### src/clpwm_pkg.sv
// Shared types and constants for the charlieplex LED PWM scanner.
package clpwm_pkg;

   // Default matrix geometry and brightness depth
   localparam int DEF_COLUMNS = 6;
   localparam int DEF_ROWS    = 6;
   localparam int DEF_LEVELS  = 16;

   // Pin mapping constants
   localparam logic [2:0] MISSING_PIN  = 3'd5;   // port pin that is not bonded out
   localparam logic [3:0] PIN_MODE_OUT = 4'd2;   // config nibble code for push-pull output
   localparam int         PIN_FIELD_W  = 4;      // config bits per pin

   // Request operation codes
   typedef enum logic [2:0] {
      OP_SET       = 3'd0,
      OP_GET       = 3'd1,
      OP_CLEAR     = 3'd2,
      OP_TICK      = 3'd3,
      OP_POWER_OFF = 3'd4
   } op_type;

   // Controller states
   typedef enum logic {
      ST_IDLE = 1'b0,
      ST_EXEC = 1'b1
   } state_type;

   // Controller -> datapath
   typedef struct packed {
      logic capture;   // take request beat, launch store read
      logic commit;    // load result register, update store and scan state
   } ctl_cmd_type;

   // Datapath -> controller
   typedef struct packed {
      logic out_free;  // result register empty or being drained this cycle
   } dp_status_type;

endpackage

### src/charlieplex_led_pwm_scanner.sv
// Top level of the charlieplex LED PWM scanner: controller, datapath and store.
// Response: the request is captured in IDLE, then EXEC commits the response beat into
//   the result register and raises rsp_valid, waiting while an older beat is still held.
// Requests: a new beat is taken only once the previous one has committed, because the
//   brightness store read is registered (read at capture, result and write at commit).
// Reset (synchronous, active high): store reads as all zero, scan pixel and PWM slot
//   return to zero, no response pending; usable in the first cycle after reset.
module charlieplex_led_pwm_scanner #(
   parameter int COLUMNS = clpwm_pkg::DEF_COLUMNS,
   parameter int ROWS    = clpwm_pkg::DEF_ROWS,
   parameter int LEVELS  = clpwm_pkg::DEF_LEVELS
) (
   input  logic        clock,
   input  logic        reset,
   // request channel
   input  logic        req_valid,
   output logic        req_ready,
   input  logic [2:0]  req_operation,
   input  logic [7:0]  req_pos_x,
   input  logic [7:0]  req_pos_y,
   input  logic [7:0]  req_level,
   // response channel
   output logic        rsp_valid,
   input  logic        rsp_ready,
   output logic [3:0]  rsp_read_level,
   output logic [31:0] rsp_pin_config,
   output logic [7:0]  rsp_pin_output,
   output logic        rsp_drive_update,
   output logic        rsp_rejected
);
   import clpwm_pkg::*;

   ctl_cmd_type   cmd;
   dp_status_type status;

   // Controller: IDLE takes a beat and launches the store read; EXEC waits for the
   // response register to free up, then commits.
   clpwm_ctl u_ctl (
      .clock     (clock),
      .reset     (reset),
      .req_valid (req_valid),
      .req_ready (req_ready),
      .status    (status),
      .cmd       (cmd)
   );

   // Datapath: store with written flags (clear-all wipes them all at one commit), row and
   // column scan counters, PWM slot counter, pin word mapping and response register.
   clpwm_dp #(
      .COLUMNS (COLUMNS),
      .ROWS    (ROWS),
      .LEVELS  (LEVELS)
   ) u_dp (
      .clock            (clock),
      .reset            (reset),
      .cmd              (cmd),
      .status           (status),
      .req_operation    (req_operation),
      .req_pos_x        (req_pos_x),
      .req_pos_y        (req_pos_y),
      .req_level        (req_level),
      .rsp_valid        (rsp_valid),
      .rsp_ready        (rsp_ready),
      .rsp_read_level   (rsp_read_level),
      .rsp_pin_config   (rsp_pin_config),
      .rsp_pin_output   (rsp_pin_output),
      .rsp_drive_update (rsp_drive_update),
      .rsp_rejected     (rsp_rejected)
   );

endmodule

### src/clpwm_ram.sv
// Generic single-write, single-read RAM with registered read data.
module clpwm_ram #(
   parameter int WIDTH = 4,
   parameter int DEPTH = 36
) (
   input  logic                                   clock,
   input  logic                                   wr_en,
   input  logic [((DEPTH > 1) ? $clog2(DEPTH) : 1)-1:0] wr_addr,
   input  logic [WIDTH-1:0]                       wr_data,
   input  logic                                   rd_en,
   input  logic [((DEPTH > 1) ? $clog2(DEPTH) : 1)-1:0] rd_addr,
   output logic [WIDTH-1:0]                       rd_data
);

   logic [WIDTH-1:0] mem_ff [DEPTH];
   logic [WIDTH-1:0] rd_data_ff;

   always_ff @(posedge clock) begin
      if (wr_en) begin
         mem_ff[wr_addr] <= wr_data;
      end
      if (rd_en) begin
         rd_data_ff <= mem_ff[rd_addr];
      end
   end

   assign rd_data = rd_data_ff;

endmodule

### src/clpwm_ctl.sv
// Control state machine: sequences request capture and result commit.
module clpwm_ctl (
   input  logic                    clock,
   input  logic                    reset,
   input  logic                    req_valid,
   output logic                    req_ready,
   input  clpwm_pkg::dp_status_type status,
   output clpwm_pkg::ctl_cmd_type   cmd
);
   import clpwm_pkg::*;

   state_type state_ff, state_in;

   always_ff @(posedge clock) begin
      if (reset) begin
         state_ff <= ST_IDLE;
      end else begin
         state_ff <= state_in;
      end
   end

   // next state
   always_comb begin
      state_in = state_ff;
      case (state_ff)
         ST_IDLE: begin
            if (req_valid) begin
               state_in = ST_EXEC;
            end
         end
         ST_EXEC: begin
            if (status.out_free) begin
               state_in = ST_IDLE;
            end
         end
         default: state_in = ST_IDLE;
      endcase
   end

   // outputs
   always_comb begin
      req_ready   = 1'b0;
      cmd.capture = 1'b0;
      cmd.commit  = 1'b0;
      case (state_ff)
         ST_IDLE: begin
            req_ready   = 1'b1;
            cmd.capture = req_valid;
         end
         ST_EXEC: begin
            cmd.commit = status.out_free;
         end
         default: begin
            req_ready = 1'b0;
         end
      endcase
   end

endmodule

### src/clpwm_dp.sv
// Datapath: brightness store, scan counters, pin mapping and result register.
module clpwm_dp #(
   parameter int COLUMNS = clpwm_pkg::DEF_COLUMNS,
   parameter int ROWS    = clpwm_pkg::DEF_ROWS,
   parameter int LEVELS  = clpwm_pkg::DEF_LEVELS
) (
   input  logic                    clock,
   input  logic                    reset,
   input  clpwm_pkg::ctl_cmd_type   cmd,
   output clpwm_pkg::dp_status_type status,
   input  logic [2:0]              req_operation,
   input  logic [7:0]              req_pos_x,
   input  logic [7:0]              req_pos_y,
   input  logic [7:0]              req_level,
   output logic                    rsp_valid,
   input  logic                    rsp_ready,
   output logic [3:0]              rsp_read_level,
   output logic [31:0]             rsp_pin_config,
   output logic [7:0]              rsp_pin_output,
   output logic                    rsp_drive_update,
   output logic                    rsp_rejected
);
   import clpwm_pkg::*;

   localparam int PIX    = COLUMNS * ROWS;
   localparam int ADDR_W = (PIX > 1) ? $clog2(PIX) : 1;
   localparam int COL_W  = (COLUMNS > 1) ? $clog2(COLUMNS) : 1;
   localparam int ROW_W  = (ROWS > 1) ? $clog2(ROWS) : 1;
   localparam int LVL_W  = $clog2(LEVELS);
   localparam int SLOT_W = $clog2(LEVELS + 1);

   // captured request
   logic [2:0]        op_ff;
   logic [ADDR_W-1:0] addr_ff;
   logic              pos_ok_ff;
   logic              level_ok_ff;
   logic [LVL_W-1:0]  level_ff;

   // scan state
   logic [ROW_W-1:0]  scan_row_ff, scan_row_in;
   logic [COL_W-1:0]  scan_col_ff, scan_col_in;
   logic [ADDR_W-1:0] scan_addr_ff, scan_addr_in;
   logic [SLOT_W-1:0] slot_ff, slot_in;

   // store written flags: an unwritten entry reads as zero
   logic [PIX-1:0]    written_ff, written_in;

   // result register
   logic              rsp_valid_ff;
   logic [3:0]        read_level_ff, read_level_in;
   logic [31:0]       pin_config_ff, pin_config_in;
   logic [7:0]        pin_output_ff, pin_output_in;
   logic              drive_update_ff, drive_update_in;
   logic              rejected_ff, rejected_in;

   // request address decode
   logic              req_pos_ok;
   logic [ADDR_W-1:0] req_addr;
   logic [ADDR_W-1:0] rd_addr;
   logic              wr_en;
   logic [LVL_W-1:0]  rd_data;
   logic [LVL_W-1:0]  pix_level;

   // pin mapping
   logic [2:0]        r3, c3, row_pin, col_pin, col_tmp;
   logic              corner;
   logic [31:0]       on_config;
   logic [7:0]        on_output;

   assign req_pos_ok = (req_pos_x < 8'(COLUMNS)) && (req_pos_y < 8'(ROWS));
   assign req_addr   = req_pos_ok
                       ? ADDR_W'(ADDR_W'(req_pos_y[ROW_W-1:0]) * ADDR_W'(COLUMNS)
                                 + ADDR_W'(req_pos_x[COL_W-1:0]))
                       : '0;
   assign rd_addr    = (req_operation == OP_TICK) ? scan_addr_ff : req_addr;
   assign wr_en      = cmd.commit && (op_ff == OP_SET) && pos_ok_ff && level_ok_ff;

   clpwm_ram #(
      .WIDTH (LVL_W),
      .DEPTH (PIX)
   ) u_store (
      .clock   (clock),
      .wr_en   (wr_en),
      .wr_addr (addr_ff),
      .wr_data (level_ff),
      .rd_en   (cmd.capture),
      .rd_addr (rd_addr),
      .rd_data (rd_data)
   );

   // Read data pairs with addr_ff for get, scan_addr_ff for tick; neither moves
   // between capture and commit.
   always_comb begin
      if (op_ff == OP_TICK) begin
         pix_level = written_ff[scan_addr_ff] ? rd_data : '0;
      end else begin
         pix_level = written_ff[addr_ff] ? rd_data : '0;
      end
   end

   // row pin skips the missing pin; column pin skips the row pin, then the missing pin
   always_comb begin
      r3      = 3'(scan_row_ff);
      c3      = 3'(scan_col_ff);
      corner  = ((r3 == 3'd0) || (r3 == MISSING_PIN)) && ((c3 == 3'd0) || (c3 == MISSING_PIN));
      row_pin = r3 + 3'((r3 >= MISSING_PIN) ? 1 : 0);
      col_tmp = c3 + 3'((c3 >= row_pin) ? 1 : 0);
      col_pin = col_tmp + 3'((col_tmp >= MISSING_PIN) ? 1 : 0);
      if (corner) begin
         on_config = '0;
         on_output = '0;
      end else begin
         on_config = (32'(PIN_MODE_OUT) << (PIN_FIELD_W * row_pin))
                   | (32'(PIN_MODE_OUT) << (PIN_FIELD_W * col_pin));
         on_output = 8'd1 << col_pin;
      end
   end

   // commit-time result and state updates
   always_comb begin
      read_level_in   = '0;
      pin_config_in   = '0;
      pin_output_in   = '0;
      drive_update_in = 1'b0;
      rejected_in     = 1'b0;
      written_in      = written_ff;
      scan_row_in     = scan_row_ff;
      scan_col_in     = scan_col_ff;
      scan_addr_in    = scan_addr_ff;
      slot_in         = slot_ff;
      case (op_ff)
         OP_SET: begin
            rejected_in = !(pos_ok_ff && level_ok_ff);
            if (pos_ok_ff && level_ok_ff) begin
               written_in[addr_ff] = 1'b1;
            end
         end
         OP_GET: begin
            if (pos_ok_ff) begin
               read_level_in = 4'(pix_level);
            end
         end
         OP_CLEAR: begin
            written_in = '0;
         end
         OP_TICK: begin
            pin_config_in   = on_config;
            pin_output_in   = (slot_ff < SLOT_W'(pix_level)) ? on_output : '0;
            drive_update_in = 1'b1;
            if (slot_ff == SLOT_W'(LEVELS)) begin
               slot_in = '0;
               if (scan_col_ff == COL_W'(COLUMNS - 1)) begin
                  scan_col_in = '0;
                  if (scan_row_ff == ROW_W'(ROWS - 1)) begin
                     scan_row_in  = '0;
                     scan_addr_in = '0;
                  end else begin
                     scan_row_in  = scan_row_ff + 1'b1;
                     scan_addr_in = scan_addr_ff + 1'b1;
                  end
               end else begin
                  scan_col_in  = scan_col_ff + 1'b1;
                  scan_addr_in = scan_addr_ff + 1'b1;
               end
            end else begin
               slot_in = slot_ff + 1'b1;
            end
         end
         OP_POWER_OFF: begin
            drive_update_in = 1'b1;
         end
         default: begin
            drive_update_in = 1'b0;
         end
      endcase
   end

   // request capture
   always_ff @(posedge clock) begin
      if (cmd.capture) begin
         op_ff       <= req_operation;
         addr_ff     <= req_addr;
         pos_ok_ff   <= req_pos_ok;
         level_ok_ff <= (req_level < 8'(LEVELS));
         level_ff    <= req_level[LVL_W-1:0];
      end
   end

   // control state
   always_ff @(posedge clock) begin
      if (reset) begin
         written_ff   <= '0;
         scan_row_ff  <= '0;
         scan_col_ff  <= '0;
         scan_addr_ff <= '0;
         slot_ff      <= '0;
         rsp_valid_ff <= 1'b0;
      end else begin
         if (cmd.commit) begin
            written_ff   <= written_in;
            scan_row_ff  <= scan_row_in;
            scan_col_ff  <= scan_col_in;
            scan_addr_ff <= scan_addr_in;
            slot_ff      <= slot_in;
            rsp_valid_ff <= 1'b1;
         end else if (rsp_ready) begin
            rsp_valid_ff <= 1'b0;
         end
      end
   end

   // result payload
   always_ff @(posedge clock) begin
      if (cmd.commit) begin
         read_level_ff   <= read_level_in;
         pin_config_ff   <= pin_config_in;
         pin_output_ff   <= pin_output_in;
         drive_update_ff <= drive_update_in;
         rejected_ff     <= rejected_in;
      end
   end

   assign status.out_free  = !rsp_valid_ff || rsp_ready;

   assign rsp_valid        = rsp_valid_ff;
   assign rsp_read_level   = read_level_ff;
   assign rsp_pin_config   = pin_config_ff;
   assign rsp_pin_output   = pin_output_ff;
   assign rsp_drive_update = drive_update_ff;
   assign rsp_rejected     = rejected_ff;

endmodule

### config.mk
export PLATFORM = sky130hd
export DESIGN_NAME = charlieplex_led_pwm_scanner
export DESIGN_NICKNAME = d
export VERILOG_FILES = /design/src/clpwm_pkg.sv /design/src/charlieplex_led_pwm_scanner.sv /design/src/clpwm_ram.sv /design/src/clpwm_ctl.sv /design/src/clpwm_dp.sv
export SDC_FILE = /design/constraint.sdc
export NUM_CORES = 1
export LEC_CHECK = 0
export BUFFER_PORTS_ARGS = -buffer_cell sky130_fd_sc_hd__buf_2
export CORE_ASPECT_RATIO = 1.1
export CORE_MARGIN = 5
export CORE_UTILIZATION = 35
export CTS_CLUSTER_SIZE = 25
export DETAILED_ROUTE_END_ITERATION = 10
export GPL_TIMING_DRIVEN = 0
export PLACE_DENSITY = 0.51
export SYNTH_ARGS = -nofsm -noshare
export SYNTH_HDL_FRONTEND = slang
export SYNTH_SLANG_ARGS = --single-unit
### constraint.sdc
create_clock -name clock -period 4.95 [get_ports clock]
set_input_delay 0.99 -clock clock [delete_from_list [all_inputs] [get_ports clock]]
set_output_delay 0.99 -clock clock [all_outputs]
set_load 0.05 [all_outputs]
# Yosys cells after proc, flatten, opt, wreduce, memory -nomap -nowiden
# Memories as Yosys holds them, arrays and structs flattened. A register that Yosys moved wholly into a read port is not among the register bits.
# Cells that the tools add are included.
[classes]
add_sub_neg = 8
n_mul = 1
order_cmp = 10
n_eq_ne = 9
shift = 3
n_mux = 32
n_bitwise = 5
n_reduce_logical = 25
[ops]
columns = ["operator", "count"]
rows = [
  ["one-hot mux 36 bit (2 select lines)", 1],
  ["left shift 2 x 5 -> 32 bit, first input constant", 2],
  ["two-way mux 36 bit", 1],
  ["bitwise OR 36 bit", 1],
  ["bitwise OR 32 bit", 1],
  ["two-way mux 6 bit", 4],
  ["< comparator 8 x 3 -> 1 bit, second input constant", 2],
  ["two-way mux 1 bit", 16],
  ["< comparator 6 x 7 -> 1 bit, second input constant", 2],
  ["binary-select mux 1 bit (select 6 bit)", 2],
  ["two-way mux 4 bit", 3],
  ["adder 3 bit", 3],
  ["equality test 3 x 2 -> 1 bit, second input constant", 3],
  ["equality test 3 bit, second input constant", 3],
  ["zero test 3 bit", 3],
  ["< comparator 8 x 5 -> 1 bit, second input constant", 1],
  ["left shift 1 x 3 -> 8 bit, first input constant", 1],
  ["logical AND 1 bit", 7],
  ["adder 3 x 1 -> 3 bit, second input constant", 2],
  ["adder 6 x 1 -> 6 bit, second input constant", 1],
  ["adder 6 x 3 -> 6 bit", 1],
  ["demux 1 bit (select 6 bit)", 1],
  ["greater-or-equal comparator 3 bit, second input constant", 2],
  ["greater-or-equal comparator 6 x 1 -> 1 bit, second input constant", 1],
  ["other kinds (19)", 29],
]
[word_totals]
reg_bits = 116
ram_bits = 144
output_inout_bits = 48
mem_count = 1
[memory_table]
columns = ["memory", "depth", "word_bits", "read_ports", "rd_clocked_by_memory_dff", "wr", "line_no", "source"]
rows = [
  ["u_dp.u_store.mem_ff", 36, 4, 1, 1, 1, "clpwm_ram.sv:15", "logic [WIDTH-1:0] mem_ff [DEPTH];"],
]

# Longest topological paths before layout
[logic_depth]
depth_word = 11
mapped_depth = 18

# Modules after synthesis
# A second synthesis with hierarchy kept.
[hier_totals]
cells_unflattened = 832
area_unflattened_um2 = 11079.4
[modules_own_cells]
columns = ["module", "instances", "cells_each", "area_each_um2", "seq_area_each_um2"]
rows = [
  ["clpwm_ram", 1, 345, 6045.8, 4444.3],
  ["clpwm_dp", 1, 481, 4981.0, 2192.1],
  ["clpwm_ctl", 1, 6, 52.6, 20.0],
]

# Worst setup path before layout
# OpenSTA, ideal clock, no wires.
[synth_timing]
path_kind = "register to register"
startpoint = "register u_dp.scan_row_ff[2], in the netlist u_dp.r3[2]"
endpoint = "register u_dp.pin_config_ff[21], in the netlist u_dp.rsp_pin_config[21] (data pin)"
setup_ps = 266
arrival_ps = 3285
t_required_ps = 4684
slack_ps = 1399
path_stages_with_launch = 18
cell_sequence = "dfxtp_1 clkbuf_1 o21a_1 ha_1 ha_1 inv_1 a21oi_1 o22ai_1 a31oi_1 a21o_1 ha_1 ha_1 xor2_1 and2_1 ha_1 xnor2_1 o32a_1 nor2_1"
[synth_between]
elab_chain_cells = 11
word_cells_on_any_way = 17
classes_between = "add/sub (3); order compare (3); eq/ne (1); shift (2); mux (3); bitwise (1); reduce/logical (4)"
[synth_rtl]
columns = ["element", "line_no", "source"]
rows = [
  ["start: declaration", "clpwm_dp.sv:40", "logic [ROW_W-1:0] scan_row_ff, scan_row_in;"],
  ["start signal: assignment", "clpwm_dp.sv:201", "scan_row_ff <= scan_row_in;"],
  ["greater-or-equal comparator 3 bit", "clpwm_dp.sv:106", "row_pin = r3 + 3'((r3 >= MISSING_PIN) ? 1 : 0);"],
  ["two-way mux 1 bit", "clpwm_dp.sv:106", ""],
  ["adder 3 bit", "clpwm_dp.sv:106", ""],
  ["greater-or-equal comparator 3 bit", "clpwm_dp.sv:107", "col_tmp = c3 + 3'((c3 >= row_pin) ? 1 : 0);"],
  ["two-way mux 1 bit", "clpwm_dp.sv:107", ""],
  ["adder 3 bit", "clpwm_dp.sv:107", ""],
  ["greater-or-equal comparator 3 bit", "clpwm_dp.sv:108", "col_pin = col_tmp + 3'((col_tmp >= MISSING_PIN) ? 1 : 0);"],
  ["two-way mux 1 bit", "clpwm_dp.sv:108", ""],
  ["adder 3 bit", "clpwm_dp.sv:108", ""],
  ["left shift 2 x 5 -> 32 bit", "clpwm_dp.sv:114", "| (32'(PIN_MODE_OUT) << (PIN_FIELD_W * col_pin));"],
  ["bitwise OR 32 bit", "clpwm_dp.sv:114", ""],
  ["end signal: assignment", "clpwm_dp.sv:216", "pin_config_ff <= pin_config_in;"],
  ["end: declaration", "clpwm_dp.sv:51", "logic [31:0] pin_config_ff, pin_config_in;"],
]
# Several ways; a longest one is shown, not always the timed one.
# A chain may end at the register's enable or synchronous reset.

# Final worst setup path
# Same ends and word-level chain as after synthesis.

==> metrics.txt <==
Syn. warnings=0; Max Clock Skew=roughly 0.0083 ns; initial antenna violation count=0; final hold violations=0; fin crit share=0.822; Cells after Synth=950; CTS sink cnt=240; post-CTS setup buffer count=0; total CTS buffers=26; top post-synthesis cells by area=edfxtp_1 49%, dfxtp_1 9.8%, nor2_1 4.3%, mux2i_1 4.0%, nand2_1 3.1%; Post-Synth Simple-Gate Area=0.149; main combinational cell family by area after synthesis=simple AND/OR/NAND/NOR gates; mux contribution to synthesized area=0.0739; XOR/XNOR share of the synthesized area=0.0148; minimum clock period=4.07 ns; routed wire length=between 30 and 40 mm; Yosys reg bits=between 200 and 250; slowest stage cell, crit path=xnor2_1; Crit Reg-Reg Startpoint=u_dp.r3[2]$_SDFFE_PP0P_; hold_sp=u_dp.written_ff[25]$_SDFFE_PP0P_; mapped cell area=around 11000 um^2; Cells on Worst Hold Path=2; Tot GR Track Use=0.163; CP startpoint kind=flop; Arr. time, crit path=around 4.3 ns; post-route ant nets=0; fillcell total=between 3k and 4k; Synth Area in Adders=0.0235; Port Buf Inserts=between 50 and 60; Design Area, Final=13000 um^2; FFs w/ async S/R, synth=0; CP max stage delay=just over 0.6 ns; reg2reg setup slack=just under 0.9 ns; Synth cell types=76; most frequent CP cell=ha_1; reg2reg end=u_dp.rsp_pin_config[21]$_SDFFCE_PP0P_; worst vdd ir=~210 uV; post-route DRC violation count=0; Worst Hold Class=flop to flop; final setup violation count=0; DR vias=just under 8k; most frequent cell after synthesis=edfxtp_1; critical-path maximum fanout=10; worst skew pair latency=roughly 0.53 ns; Worst slew margin=0.103; Critical Setup Path Class=flop to flop; slew of the pin with the lowest slew margin=1.35 ns; Synth Flop Type=edfxtp_1; worst hold slack=between 0.4 and 0.5 ns; layout cells sized above 1=0.168; Die W=around 180 um; max frequency=approximately 0.25 GHz; Cell Chain, Critical Path=clkbuf_1 > o21a_1 > ha_1 > ha_1 > xnor2_1 > o22ai_1 > a31oi_1 > a21o_1 > ha_1 > ha_1 > xor2_1 > and2_1 > ha_1 > xnor2_1 > o32a_1 > nor2_1; number of flops mapped to enable cells by yosys=approximately 190; syn avg cell area=~12 um^2; largest net degree at the start of global routing=37; Area Growth Syn to Fin=15.3%; placed cell area=~12000 um^2; unrepaired setup endpoints after global routing=false; number of global-route vias before repair=a little under 8k; Row Count=69; R2R cell count=16; antenna cells=0; nets=roughly 1.1k; drt first pass iters=5; Initial Util=0.352; initial DRC count=between 500 and 600; setup TNS=0 ns; CTS tree=yes; routability cong.=~0.88; Die Ht=approximately 200 um; Synth Area in Compound Gates=0.101; Ports=79; clock root buffer=clkbuf_16; Yosys top cell by area=edfxtp_1; dpl hpwl=21.6 mm; Pwr Total=around 4.4 mW; routed length per placed instance=approximately 20 um; Vias/cell=between 5 and 6; first-pass GRT wire length=roughly 46 mm; quantity of gates resized following cts=0; Hold-fix buffers, CTS=0; endpoint type of the worst setup path=flop; post-synthesis sequential area ratio=0.590; die footprint=35900 um^2; Power Dens Cells=336 nW/um^2; commonest cells in the netlist=185 x edfxtp_1, 128 x nor2_1, 93 x nand2_1, 57 x a21oi_1, 55 x dfxtp_1; Required @ worst endpoint=between 5 and 6 ns; H-tree Lvls=1; clock tree buffer depth=3; Remaining Overflow, GRT=0; Max Slew Vio Count=0; Pleak=between 4 and 5 nW; Synth top area share=0.493; outcome=finished clean; Reg clk slew, reported paths=0.06 ns; Hold EP=u_dp.written_ff[25]$_SDFFE_PP0P_; max cap viols=0; core area=32000 um^2
## critical path: cells and delay by family, from the launching register on
family	cells	cell delay, ns
and+or+nand+nor	2	0.25
DFF	1	0.29
buffers and inverters	1	0.17
AOI/OAI and AO/OA	5	0.84
xor gates and xnor gates	3	1.35
adders and majority gates	5	0.89
## worst max-delay path by stage
stage	start	to	slack (ns)	cells after the start
after floorplan	u_dp.r3[2]$_SDFFE_PP0P_	u_dp.rsp_pin_config[21]$_SDFFCE_PP0P_	1.40	17
after global placement	req_pos_y[1]	u_dp.u_store.rd_data[3]$_DFFE_PP_	0.71	9
after detailed placement	req_pos_y[1]	u_dp.u_store.rd_data[3]$_DFFE_PP_	0.72	9
after CTS	u_dp.r3[2]$_SDFFE_PP0P_	u_dp.rsp_pin_config[21]$_SDFFCE_PP0P_	0.90	16
after global routing	u_dp.r3[2]$_SDFFE_PP0P_	u_dp.rsp_pin_output[0]$_SDFFCE_PP0P_	0.54	16
final	u_dp.r3[2]$_SDFFE_PP0P_	u_dp.rsp_pin_config[21]$_SDFFCE_PP0P_	0.88	16
## sequential cells by signal (all words and copies together) (netlist names), 3 cells and up
name and flops:
u_dp.u_store.rd_data 4, u_dp.scan_addr_ff 6, u_dp.written_ff 36, u_dp.level_ff 4, u_dp.addr_ff 6, u_dp.rsp_pin_config 8, u_dp.u_store.mem_ff 144, u_dp.rsp_pin_output 8
u_dp.rsp_read_level 4, u_dp.r3 3, u_dp.op_ff 3, u_dp.c3 3, u_dp.slot_ff 5
## placed cells by master (no fill, tap or decap), types with 9 or more instances in the layout
| cell type | instances |
|---|---|
| xor2_1 | 9 |
| inv_1 | 19 |
| clkbuf_16 | 27 |
| and2_1 | 13 |
| nor3_1 | 20 |
| nand3_1 | 32 |
| edfxtp_1 | 185 |
| clkbuf_1 | 27 |
| buf_4 | 33 |
| nor2b_1 | 9 |
| nand2_1 | 93 |
| nor2_1 | 128 |
| mux2i_1 | 45 |
| nand4_1 | 9 |
| buf_2 | 67 |
| conb_1 | 24 |
| xnor2_1 | 10 |
| a221oi_1 | 12 |
| a21oi_1 | 57 |
| mux4_2 | 9 |
| ha_1 | 18 |
| dfxtp_1 | 55 |
| mux2_2 | 9 |
| nor4_1 | 9 |
## layout make-up
type | instances | area, um^2 | area share
sequential | 240 | 6660 | 0.512
multi-input combinational | 642 | 4180 | 0.321
clock buffer | 41 | 768 | 0.0591
tap | 426 | 533 | 0.0410
buffer | 70 | 449 | 0.0345
timing repair buffer | 54 | 280 | 0.0216
inverter | 21 | 78.8 | 0.00606
clock inverter | 7 | 60.1 | 0.00462
## per-layer routing
metal	global-route usage	vias to the layer above	wire length (um)
met5	0	-	0
met4	0.0520	0	893
met3	0.0228	54	1510
met2	0.281	213	14800
met1	0.214	3809	12900
li1	-	3698	-
## cells by family after synthesis
| logic type | after synthesis |
|---|---|
| xor+xnor | 19 |
| buf+inv | 91 |
| simple gates | 353 |
| flops | 240 |
| other cells | 1 |
| compound gates | 160 |
| fa+ha+maj | 20 |
| mux | 66 |
## power by group
| part | switching [mW] | internal [mW] | leakage [nW] | total (mW) |
|---|---|---|---|---|
| clock | 0.764 | 1.11 | 0.402 | 1.88 |
| sequential | 0.0329 | 2.20 | 2.12 | 2.23 |
| combinational | 0.193 | 0.0668 | 2.14 | 0.260 |
## metrics by stage
| step | std cells | setup slack [ns] | util |
|---|---|---|---|
| 3_3_place_gp | 1452 | 0.711 | 0.380 |
| 5_1_grt | 1501 | 0.540 | 0.406 |
| 2_1_floorplan | 973 | 1.40 | - |
| 3_5_place_dp | 1453 | 0.720 | 0.380 |
| 6_report | 1501 | 0.883 | 0.406 |
| 4_1_cts | 1501 | 0.903 | 0.406 |
Note: power is estimated with default switching activity, not from simulation.
